<file path="config.mk">
export PLATFORM = sky130hd
export DESIGN_NAME = buddy_block_allocator_core
export DESIGN_NICKNAME = d
export VERILOG_FILES = /design/src/design/bba_pkg.sv /design/src/design/buddy_block_allocator_core.sv
export SDC_FILE = /design/constraint.sdc
export NUM_CORES = 1
export LEC_CHECK = 0
export BUFFER_PORTS_ARGS = -buffer_cell sky130_fd_sc_hd__clkbuf_2
export CORE_AREA = 2 2 172 174
export CTS_CLUSTER_SIZE = 8
export DETAILED_ROUTE_END_ITERATION = 16
export DIE_AREA = 0 0 174 176
export PLACE_DENSITY = 0.84
export SKIP_LAST_GASP = 1
export SLEW_MARGIN = 15
export SYNTH_ARGS = -nofsm -noshare
export SYNTH_HDL_FRONTEND = slang
export SYNTH_SLANG_ARGS = --single-unit
</file>
<file path="constraint.sdc">
create_clock -name clk -period 8.9 [get_ports clk]
set_input_delay 0 -clock clk [delete_from_list [all_inputs] [get_ports clk]]
set_output_delay 0 -clock clk [all_outputs]
set_load 0.01 [all_outputs]
</file>
<file path="src/design/bba_pkg.sv">
// Package with the shared types and constants of the buddy block allocator.
package bba_pkg;

  localparam int LOG2_UNITS = 6;
  localparam int NUM_UNITS  = 64;

  typedef logic [LOG2_UNITS-1:0] unit_t;
  typedef logic [2:0]            order_t;

  // One slot entry: head flag, busy flag and order.
  typedef struct packed {
    logic   head;
    logic   busy;
    order_t order;
  } slot_t;

  typedef enum logic [1:0] {
    ST_OK     = 2'd0,
    ST_OOM    = 2'd1,
    ST_IGNORE = 2'd2
  } status_t;

  typedef enum logic [3:0] {
    S_CLEAR,
    S_IDLE,
    S_SCAN,
    S_SCAN_LAST,
    S_SPLIT,
    S_FREE_RD,
    S_FREE_CHK,
    S_BUD_CHK,
    S_OUT
  } fsm_t;

  localparam logic OP_ALLOC = 1'b0;
  localparam logic OP_FREE  = 1'b1;

endpackage

</file>
<file path="src/design/buddy_block_allocator_core.sv">
// Buddy block allocator: top level with slot memory and sequencer.
//
// Usage: requests arrive on the s_axis channel (tdata: opcode, request_bytes,
// free_unit from the lowest bit up). Each request produces exactly one
// response on the m_axis channel (tdata: status, block_unit, block_order).
// The unit size is written on the cfg channel (log2 of bytes per unit) while
// the block is idle.
// One request is handled at a time. An allocate reads all 64 slot entries
// through the single-port slot memory, one a cycle, then writes the free
// upper half of each split and marks the chosen block busy, or reports out
// of memory if no free block fits. A free reads and checks the slot (one that
// is not a busy head is ignored), then reads and checks each buddy in turn,
// merging while it is a free head of the same order, up to the top order.
// The response register then holds the result until the sink takes it, and
// no new request is taken while it waits; the next request can be taken in
// the cycle after the response transfer.
// After reset the block clears all 64 slot entries and accepts no request
// while it does so; then the whole region is one free block.
// If the sink stalls, the response is held stable on m_axis.
module buddy_block_allocator_core (
  input  logic        clk,
  input  logic        rst,
  input  logic        s_axis_tvalid,
  output logic        s_axis_tready,
  input  logic [39:0] s_axis_tdata,  // opcode, request_bytes[26:0], free_unit[5:0]
  output logic        m_axis_tvalid,
  input  logic        m_axis_tready,
  output logic [15:0] m_axis_tdata,  // status[1:0], block_unit[5:0], block_order[2:0]
  input  logic        cfg_valid,
  output logic        cfg_ready,
  input  logic [4:0]  cfg_data
);

  localparam int CW = bba_pkg::LOG2_UNITS + 1;

  bba_pkg::fsm_t state, state_next;
  logic [4:0] min_order;

  // Slot memory, one read or write port.
  bba_pkg::slot_t mem [bba_pkg::NUM_UNITS];
  bba_pkg::slot_t rd_data;
  logic           mem_we;
  bba_pkg::unit_t mem_addr;
  bba_pkg::slot_t mem_wdata;

  always_ff @(posedge clk) begin
    if (mem_we) begin
      mem[mem_addr] <= mem_wdata;
    end
    rd_data <= mem[mem_addr];
  end

  // Request registers.
  logic [5:0]     k;
  bba_pkg::unit_t fu;
  logic [CW-1:0]  cnt, cnt_next;
  logic           found, found_next;
  bba_pkg::unit_t best, best_next;
  bba_pkg::order_t ord, ord_next;
  bba_pkg::unit_t pos, pos_next;
  bba_pkg::unit_t bud;
  logic [1:0]     r_st, r_st_next;
  bba_pkg::unit_t r_unit, r_unit_next;
  bba_pkg::order_t r_ord, r_ord_next;
  logic [5:0]     k_in;

  // Rounded exponent: smallest k with 2^k at least the request.
  always_comb begin
    logic [26:0] v;
    v = s_axis_tdata[27:1] - 27'd1;
    k_in = '0;
    if (s_axis_tdata[27:1] > 27'd1) begin
      for (int i = 0; i < 27; i++) begin
        if (v[i]) k_in = 6'(i + 1);
      end
    end
  end

  assign cfg_ready     = 1'b1;
  assign s_axis_tready = (state == bba_pkg::S_IDLE);
  assign m_axis_tvalid = (state == bba_pkg::S_OUT);
  assign m_axis_tdata  = {5'd0, r_ord, r_unit, r_st};
  assign bud = pos ^ bba_pkg::unit_t'(1 << ord);

  // Fit test of a slot order against the request exponent.
  function automatic logic fits(bba_pkg::order_t o, logic [4:0] m, logic [5:0] kk);
    fits = ({3'd0, o} + {2'd0, m}) >= kk;
  endfunction

  always_ff @(posedge clk) begin
    if (rst) begin
      state     <= bba_pkg::S_CLEAR;
      min_order <= 5'd4;
      cnt       <= '0;
    end else begin
      state <= state_next;
      cnt   <= cnt_next;
      if (cfg_valid) min_order <= cfg_data;
    end
    found  <= found_next;
    best   <= best_next;
    ord    <= ord_next;
    pos    <= pos_next;
    r_st   <= r_st_next;
    r_unit <= r_unit_next;
    r_ord  <= r_ord_next;
    if (s_axis_tvalid && s_axis_tready) begin
      k  <= k_in;
      fu <= s_axis_tdata[33:28];
    end
  end

  // Sequencer.
  always_comb begin
    state_next  = state;
    cnt_next    = cnt;
    found_next  = found;
    best_next   = best;
    ord_next    = ord;
    pos_next    = pos;
    r_st_next   = r_st;
    r_unit_next = r_unit;
    r_ord_next  = r_ord;
    mem_we      = 1'b0;
    mem_addr    = cnt[CW-2:0];
    mem_wdata   = '0;
    unique case (state)
      bba_pkg::S_CLEAR: begin
        mem_we = 1'b1;
        if (cnt == '0) mem_wdata = '{head: 1'b1, busy: 1'b0,
                                     order: bba_pkg::order_t'(bba_pkg::LOG2_UNITS)};
        cnt_next = cnt + 1'b1;
        if (cnt == CW'(bba_pkg::NUM_UNITS - 1)) begin
          state_next = bba_pkg::S_IDLE;
          cnt_next   = '0;
        end
      end
      bba_pkg::S_IDLE: begin
        cnt_next   = '0;
        found_next = 1'b0;
        if (s_axis_tvalid) begin
          if (s_axis_tdata[0] == bba_pkg::OP_ALLOC) begin
            mem_addr   = '0;
            cnt_next   = CW'(1);
            state_next = bba_pkg::S_SCAN;
          end else begin
            state_next = bba_pkg::S_FREE_RD;
          end
        end
      end
      bba_pkg::S_SCAN, bba_pkg::S_SCAN_LAST: begin
        // rd_data is the entry at cnt-1.
        if (rd_data.head && !rd_data.busy && fits(rd_data.order, min_order, k) &&
            (!found || rd_data.order < ord)) begin
          found_next = 1'b1;
          best_next  = bba_pkg::unit_t'(cnt - 1'b1);
          ord_next   = rd_data.order;
        end
        if (state == bba_pkg::S_SCAN) begin
          cnt_next = cnt + 1'b1;
          if (cnt == CW'(bba_pkg::NUM_UNITS - 1)) state_next = bba_pkg::S_SCAN_LAST;
        end else begin
          state_next = bba_pkg::S_SPLIT;
        end
      end
      bba_pkg::S_SPLIT: begin
        if (!found) begin
          r_st_next   = bba_pkg::ST_OOM;
          r_unit_next = '0;
          r_ord_next  = '0;
          state_next  = bba_pkg::S_OUT;
        end else if (ord >= 3'd1 && fits(ord - 3'd1, min_order, k)) begin
          // Upper half becomes a free head.
          mem_we     = 1'b1;
          mem_addr   = best + bba_pkg::unit_t'(1 << (ord - 3'd1));
          mem_wdata  = '{head: 1'b1, busy: 1'b0, order: ord - 3'd1};
          ord_next   = ord - 3'd1;
        end else begin
          mem_we      = 1'b1;
          mem_addr    = best;
          mem_wdata   = '{head: 1'b1, busy: 1'b1, order: ord};
          r_st_next   = bba_pkg::ST_OK;
          r_unit_next = best;
          r_ord_next  = ord;
          state_next  = bba_pkg::S_OUT;
        end
      end
      bba_pkg::S_FREE_RD: begin
        mem_addr   = fu;
        state_next = bba_pkg::S_FREE_CHK;
      end
      bba_pkg::S_FREE_CHK: begin
        if (!rd_data.head || !rd_data.busy) begin
          r_st_next   = bba_pkg::ST_IGNORE;
          r_unit_next = fu;
          r_ord_next  = '0;
          state_next  = bba_pkg::S_OUT;
        end else begin
          mem_we    = 1'b1;
          mem_addr  = fu;
          mem_wdata = '{head: 1'b1, busy: 1'b0, order: rd_data.order};
          pos_next  = fu;
          ord_next  = rd_data.order;
          if (rd_data.order >= 3'(bba_pkg::LOG2_UNITS)) begin
            r_st_next   = bba_pkg::ST_OK;
            r_unit_next = fu;
            r_ord_next  = rd_data.order;
            state_next  = bba_pkg::S_OUT;
          end else begin
            // Read the buddy next.
            state_next = bba_pkg::S_BUD_CHK;
          end
        end
      end
      bba_pkg::S_BUD_CHK: begin
        // Issue the buddy read while cnt[0]==0, then check it while cnt[0]==1.
        if (cnt[0] == 1'b0) begin
          mem_addr = bud;
          cnt_next = CW'(1);
        end else begin
          cnt_next = '0;
          if (rd_data.head && !rd_data.busy && rd_data.order == ord) begin
            // Clear the higher head, grow the lower one.
            mem_we      = 1'b1;
            mem_addr    = (pos < bud) ? bud : pos;
            mem_wdata   = '0;
            pos_next    = (pos < bud) ? pos : bud;
            ord_next    = ord + 3'd1;
            r_unit_next = (pos < bud) ? pos : bud;
            r_ord_next  = ord + 3'd1;
          end else begin
            r_st_next   = bba_pkg::ST_OK;
            r_unit_next = pos;
            r_ord_next  = ord;
            state_next  = bba_pkg::S_OUT;
            // Write the merged head's order.
            mem_we    = 1'b1;
            mem_addr  = pos;
            mem_wdata = '{head: 1'b1, busy: 1'b0, order: ord};
          end
        end
      end
      bba_pkg::S_OUT: begin
        if (m_axis_tready) state_next = bba_pkg::S_IDLE;
      end
      default: state_next = bba_pkg::S_IDLE;
    endcase
    // At top order, finish after clearing the high head: write lower head.
    if (state == bba_pkg::S_BUD_CHK && cnt[0] == 1'b0 && ord >= 3'(bba_pkg::LOG2_UNITS)) begin
      mem_we      = 1'b1;
      mem_addr    = pos;
      mem_wdata   = '{head: 1'b1, busy: 1'b0, order: ord};
      r_st_next   = bba_pkg::ST_OK;
      r_unit_next = pos;
      r_ord_next  = ord;
      cnt_next    = '0;
      state_next  = bba_pkg::S_OUT;
    end
  end

endmodule
</file>
==> impl_metrics.py, run 1 <==
metrics = {
    "sta": {
        "final-setup-viol-count": 0,
        "timing.final.ws_setup_ns": 1.84,
        "max_freq_mhz": 142,
        "fin_worst_skew_ns": 0.0200,
        "tns_ns": 0,
        "finalCritPeriodShare_pct": 79.3,
        "drv_slew": 0,
        "hold_slack_ns": 0.0193,
        "post-route-min-period_ns": 7.06,
        "worst_slew_pin_slew_ns": 1.30,
        "rsz0062_at_grt": "false",
        "hold_violations": 0,
        "maxSlewHeadroom_pct": 12.9,
    },
    "min_path": {
        "holdPathStages": 5,
        "min_from": "s_axis_tdata[25]",
        "min_path_type": "in -> reg",
        "min_to": "k[1]$_SDFFCE_PP0P_",
    },
    "clock_network": {
        "postCtsSetupBuffers": 0,
        "clock-sinks": 379,
        "cts-htree-levels": 2,
        "path_clk_slew_ns": 0.05,
        "clk-insertion-delay-late_ns": 0.57,
        "cts_resized": 0,
        "cts_max_path_buffers": 3,
        "cts_made_buffers": 53,
        "cts_tree": "done",
        "cts-root-buf": "clkbuf_16",
    },
    "job": {
        "cap_violations": 0,
    },
    "detailed_routing": {
        "wl_per_cell_um": 24.9,
        "vias": 14304,
        "drt-pass1-iter-count": 6,
        "viasPerCell": 6.86,
        "first_iter_violations": 2105,
        "ant_nets": 0,
        "drcViolationCount": 0,
        "wl_mm": 52.0,
    },
    "power": {
        "power_mw": 8.56,
        "ir_drop_mv": 0.325,
        "power_density_mw_per_mm2": 401,
        "leakage_nw": 7.52,
    },
    "place": {
        "gp_congestion": 0.960,
        "place.detailed.hpwl_mm": 32.6,
        "place_ws_ns": 2.19,
        "port_buffers": 56,
        "dpl_cell_area_mm2": 0.0195,
        "post-place-cells": 1971,
    },
    "critical_path": {
        "rrSetupSlack_ns": 1.84,
        "crit_fanout": 12,
        "endpoint_kind": "register",
        "cp_slowest_stage_delay_ns": 0.83,
        "reg2reg_depth": 17,
        "rr_startpoint": "ord[0]$_DFFE_PP_",
        "r2r-end": "mem[47][3]$_DFFE_PP_",
        "worstSetupPathType": "reg -> reg",
        "path_cells": "inv_1 > ha_1 > xnor2_1 > inv_1 > ha_1 > nor2b_1 > nor2_1 > xnor2_1 > ha_1 > a2111o_1 > a31oi_2 > o21ai_0 > a21oi_2 > o21ai_4 > nor2_1 > nand2_1 > nor2_1",
        "crit_path_start_kind": "register",
        "cp_data_required_time_ns": 9.09,
        "cp.arrival_ns": 7.25,
        "worst_path_max_delay_cell": "nor2_1",
    },
    "synthesis": {
        "syn_area_mm2": 0.0190,
        "synth_edf_count": 356,
        "ys_ff_latch": 379,
        "async_flop_share_pct": 0,
        "synthCells": 1597,
        "ys_types": 95,
        "ys_warn_count": 0,
        "ys.flop_type": "edfxtp_1",
        "ys_seq_area_share_pct": 58.7,
        "syn-mean-instance-area_um2": 11.9,
    },
    "floorplanning": {
        "die_w_um": 174,
        "dieArea_mm2": 0.0306,
        "die_h_um": 176,
        "start_util_pct": 66.5,
        "core_area_mm2": 0.0285,
        "rows": 62,
        "io_pins": 69,
    },
    "run_status": {
        "status": "finished clean",
    },
    "global_route": {
        "grt_max_degree": 65,
        "grt_pass1_wl_mm": 80.1,
        "grt_overflow": 0,
        "first_global_vias": 13946,
        "grt_use_total_pct": 34.0,
        "grt_antenna_before_repair": 0,
    },
    "cells_and_area": {
        "area_growth_pct": 12.3,
        "n_antenna_cell": 0,
        "final_common_cell": "edfxtp_1",
        "fin_util_pct": 74.7,
        "fin_nets": 1765,
        "mostFrequentLayoutCells": "edfxtp_1, nor2_1, nand2_1",
        "drive_gt1_share_pct": 12.3,
        "design_area_mm2": 0.0213,
        "stdcell_count": 2085,
    },
}
-- metal layers --
metal	GRT usage (%)	wire length, µm	up-vias
met3	7.08	6110	183
met4	15.8	2390	0
met5	0	0	-
met1	46.3	19800	6823
li1	-	-	6290
met2	53.0	23700	1008
-- worst max-delay path: cells and delay by family (launching register included) --
kind                     cells  cell delay (ns)
flip-flops                   1             0.62
XOR/XNOR                     2             0.41
adder cells (fa/ha/maj)      3             0.89
buffers and inverters        2             0.47
AND/OR/NAND/NOR              5             2.47
AO/OA/AOI/OAI                5             1.81
-- worst max path at each step --
stage / end / startpoint / slack, ns
2_1_floorplan: mem[0][2]$_DFFE_PP_ / ord[0]$_DFFE_PP_ / 3.67
3_3_place_gp: mem[37][0]$_DFFE_PP_ / ord[0]$_DFFE_PP_ / 2.31
3_5_place_dp: mem[20][4]$_DFFE_PP_ / ord[0]$_DFFE_PP_ / 2.19
4_1_cts: mem[46][0]$_DFFE_PP_ / ord[0]$_DFFE_PP_ / 2.15
5_1_grt: mem[46][0]$_DFFE_PP_ / ord[0]$_DFFE_PP_ / 1.74
6_report: mem[47][3]$_DFFE_PP_ / ord[0]$_DFFE_PP_ / 1.84
-- where the power goes --
group	internal [mW]	leakage, nW	total (mW)	switching (mW)
clock	1.10	0.719	1.84	0.738
sequential	2.51	3.43	2.63	0.123
combinational	1.23	3.37	4.09	2.87
-- Yosys cell counts (all sizes together), types with 34 or more instances --
cell	n	area, µm²
edfxtp	356	10700
nor2	170	643
nand2	142	536
a21oi	84	424
mux2i	66	661
buf	60	359
o21ai	55	287
ha	41	513
nor3	40	210
inv	36	135
nand3	36	180
clkbuf	34	128
-- state kept, by name, indices dropped and copies added, names as in the netlist --
signal     count
best           6
cnt            7
found          1
fu             6
k              5
mem          320
min_order      5
ord            3
pos            6
r_ord          3
r_st           2
r_unit         6
rd_data        5
state          4
-- timing repair --
action,in CTS,in global routing
hold buffers,29,0
endpoints found under the setup margin,0,0
hold endpoints to repair,22,0
-- cell families after synthesis --
logic type	count (synthesis)	share of synthesized area (%)
adders and majority gates	44	3.02
AOI/OAI and AO/OA	400	15.5
xor gates and xnor gates	30	1.38
muxes	94	5.22
and+or+nand+nor	517	12.9
other	2	0.0395
DFF	379	58.7
buffers and inverters	131	3.29
-- final cells by class --
type,count,area (µm²)
timing repair buffer,109,763
sequential,379,11200
clock buffer,82,1450
clock inverter,3,58.8
fill,1792,7210
inverter,37,139
tap,384,480
multi-input combinational,1091,7300
Note: power is estimated with default switching activity, not from simulation.
==> inputs of run 2 (changes only) <==
- ABC_AREA: default -> 1
- CORE_AREA: 2 2 172 174 -> 2 2 178 180
- DIE_AREA: 0 0 174 176 -> 0 0 180 182
- PLACE_DENSITY: 0.84 -> 0.8
- clock period: 8.9 -> 6.9 ns (I/O delays scaled with it)
==> impl_metrics.py, run 2 <==
metrics = {
    "floorplanning": {
        "dieArea_mm2": 0.0328,
        "rows": 65,
        "die_h_um": 182,
        "die_w_um": 180,
        "start_util_pct": 61.9,
        "io_pins": 69,
        "core_area_mm2": 0.0310,
    },
    "global_route": {
        "grt_use_total_pct": 28.9,
        "grt_overflow": 0,
        "grt_pass1_wl_mm": 74.6,
        "grt_max_degree": 152,
        "grt_antenna_before_repair": 0,
        "first_global_vias": 14245,
    },
    "synthesis": {
        "synthTopCellsByArea": "edfxtp_1, nand2_1, inv_1",
        "async_flop_share_pct": 0,
        "post-synth-top-count-cell": "nand2_1",
        "ys_warn_count": 0,
        "syn_area_mm2": 0.0192,
        "synth_edf_count": 356,
        "ys.flop_type": "edfxtp_1",
        "synthCells": 2056,
        "synth_top_area_cell": "edfxtp_1",
        "synth_top_area_share_pct": 55.8,
        "syn-mean-instance-area_um2": 9.32,
        "ys_top_cells_by_count": "nand2_1, edfxtp_1, inv_1",
        "ys_ff_latch": 379,
        "ys_seq_area_share_pct": 58.2,
        "ys_types": 52,
    },
    "critical_path": {
        "path_cells": "inv_1 > ha_1 > or2_2 > nand2_1 > inv_1 > ha_1 > xor2_1 > ha_1 > a21boi_0 > o21ai_0 > nand2_1 > nand2_1 > nand2_1 > nand2_1 > nand3b_1 > nand3_1 > nand2_1 > nand2_1 > nand2_1 > nor2_4 > nand2_1 > nor2_1",
        "worst_path_max_delay_cell": "nor2_1",
        "crit_path_start_kind": "register",
        "reg2reg_depth": 22,
        "worstSetupPathType": "reg -> reg",
        "cp_slowest_stage_delay_ns": 0.55,
        "rrSetupSlack_ns": 0.82,
        "endpoint_kind": "register",
        "cp_data_required_time_ns": 7.10,
        "crit_buf_inv": 2,
        "crit_fanout": 18,
        "cp.arrival_ns": 6.28,
        "r2r-end": "mem[35][4]$_DFFE_PP_",
        "critPathTopFamily": "simple AND/OR/NAND/NOR gates",
        "cpMostUsedCell": "nand2_1",
        "rr_startpoint": "ord[0]$_DFFE_PP_",
    },
    "place": {
        "dpl_cell_area_mm2": 0.0198,
        "port_buffers": 56,
        "place.detailed.hpwl_mm": 29.3,
        "gp_congestion": 0.946,
        "place_ws_ns": 0.980,
    },
    "cells_and_area": {
        "largest_register": "mem",
        "n_antenna_cell": 0,
        "design_area_mm2": 0.0216,
        "fin_nets": 2239,
        "area_growth_pct": 12.9,
        "final_common_cell": "nand2_1",
        "drive_gt1_share_pct": 8.63,
        "mostFrequentLayoutCells": "nand2_1, edfxtp_1, inv_1",
        "largest_reg_flops": 320,
        "reg.largest.list": "mem (320), cnt (7)",
    },
    "power": {
        "leakage_nw": 9.22,
        "p_sw_share_pct": 41.4,
        "combPwrFrac_pct": 41.0,
        "seq_power_share_pct": 34.0,
        "p_clk_share_pct": 25.0,
        "power_density_mw_per_mm2": 441,
        "ir_drop_mv": 0.326,
        "p_sw_mw": 3.96,
        "p_int_mw": 5.59,
    },
    "sta": {
        "fin_worst_skew_ns": 0.0231,
        "finalCritPeriodShare_pct": 88.1,
        "rsz0062_at_grt": "false",
        "timing.final.ws_setup_ns": 0.821,
        "hold_violations": 0,
        "final-setup-viol-count": 0,
        "worst_slew_pin_slew_ns": 1.05,
        "max_freq_mhz": 165,
        "post-route-min-period_ns": 6.08,
        "maxSlewHeadroom_pct": 29.8,
        "drv_slew": 0,
        "hold_slack_ns": 0.0244,
        "tns_ns": 0,
    },
    "detailed_routing": {
        "viasPerCell": 5.70,
        "wl_mm": 47.1,
        "ant_nets": 0,
        "drcViolationCount": 0,
        "wl_per_cell_um": 18.2,
        "first_iter_violations": 1590,
        "vias": 14698,
        "drt-pass1-iter-count": 6,
    },
    "clock_network": {
        "path_clk_slew_ns": 0.06,
        "cts_tree": "done",
        "clk-insertion-delay-late_ns": 0.58,
        "clock-sinks": 379,
        "cts_made_buffers": 53,
        "cts-htree-levels": 2,
        "cts_max_path_buffers": 3,
        "postCtsSetupBuffers": 0,
        "cts-root-buf": "clkbuf_16",
    },
    "min_path": {
        "min_from": "s_axis_tdata[25]",
        "min_path_type": "in -> reg",
        "min_to": "k[2]$_SDFFCE_PP0P_",
        "holdPathStages": 4,
    },
    "job": {
        "cap_violations": 0,
    },
    "run_status": {
        "status": "finished clean",
    },
}
[run 2: cell types whose count changed after synthesis, sizes merged, moves of 28 or more]
cell / before / now
o211ai: 15 / 43
inv: 36 / 357
a22oi: 29 / 0
a21oi: 84 / 37
nand2: 142 / 505
mux2i: 66 / 0
nand3: 36 / 181
[run 2: worst min-delay path, cell delays in order]
cell and delay, ns:
clkbuf_2 0.14, xor2_1 0.10, nand2_1 0.11, a211oi_1 0.06
[run 2: final cells by class]
cell class              count  area [µm²]
repair buffers            100         696
well taps                 402         503
fillers                  2206        9340
multi-input cells        1254        6420
clock buffers              85        1470
inverters                 357        1340
clock inverters             3        68.8
flip-flops and latches    379       11200
[run 2: stage by stage]
step	utilization (%)	power (mW)	cells
global route	69.8	10.1	2580
detailed placement	63.9	7.07	2463
finish	69.8	9.55	2580
floorplan	-	5.89	2060
CTS	69.8	9.49	2580
global placement	63.9	6.95	2463
[run 2: power by group through the flow]
stage,Combinational (mW),Clock (mW),Sequential (mW)
2_1_floorplan,2.64,0,3.25
3_3_place_gp,3.68,0,3.27
3_5_place_dp,3.79,0,3.28
4_1_cts,3.85,2.40,3.24
5_1_grt,4.31,2.51,3.26
6_report,3.92,2.38,3.25
[run 2: how the worst max path moves through the flow]
stage / startpoint / depth (start not counted) / to / slack (ns)
2_1_floorplan: ord[0]$_DFFE_PP_ / 17 / mem[0][0]$_DFFE_PP_ / 1.54
3_3_place_gp: ord[0]$_DFFE_PP_ / 22 / mem[11][0]$_DFFE_PP_ / 1.17
3_5_place_dp: ord[0]$_DFFE_PP_ / 22 / mem[35][2]$_DFFE_PP_ / 0.98
4_1_cts: ord[0]$_DFFE_PP_ / 22 / mem[35][2]$_DFFE_PP_ / 0.89
5_1_grt: ord[0]$_DFFE_PP_ / 23 / mem[32][4]$_DFFE_PP_ / 0.48
6_report: ord[0]$_DFFE_PP_ / 22 / mem[35][4]$_DFFE_PP_ / 0.82
[run 2: per-layer routing]
layer	share of wire (%)	global-route usage, %	vias to the layer above
li1	-	-	6927
met1	40	38.8	6885
met2	47	47.3	764
met3	9.4	5.25	122
met4	3.4	11.0	0
met5	0	0	-
[run 2: timing repair]
item,4_1_cts,5_1_grt
hold endpoints to repair,27,0
gates resized for setup,0,0
hold buffers,29,0
[run 2: cell families after synthesis]
family,after synthesis,synth area share [%]
adders and majority gates,44,2.99
other,2,0.0392
AOI/OAI and AO/OA,183,5.86
xor gates and xnor gates,39,1.78
buffers and inverters,427,8.93
DFF,379,58.2
and+or+nand+nor,982,22.2
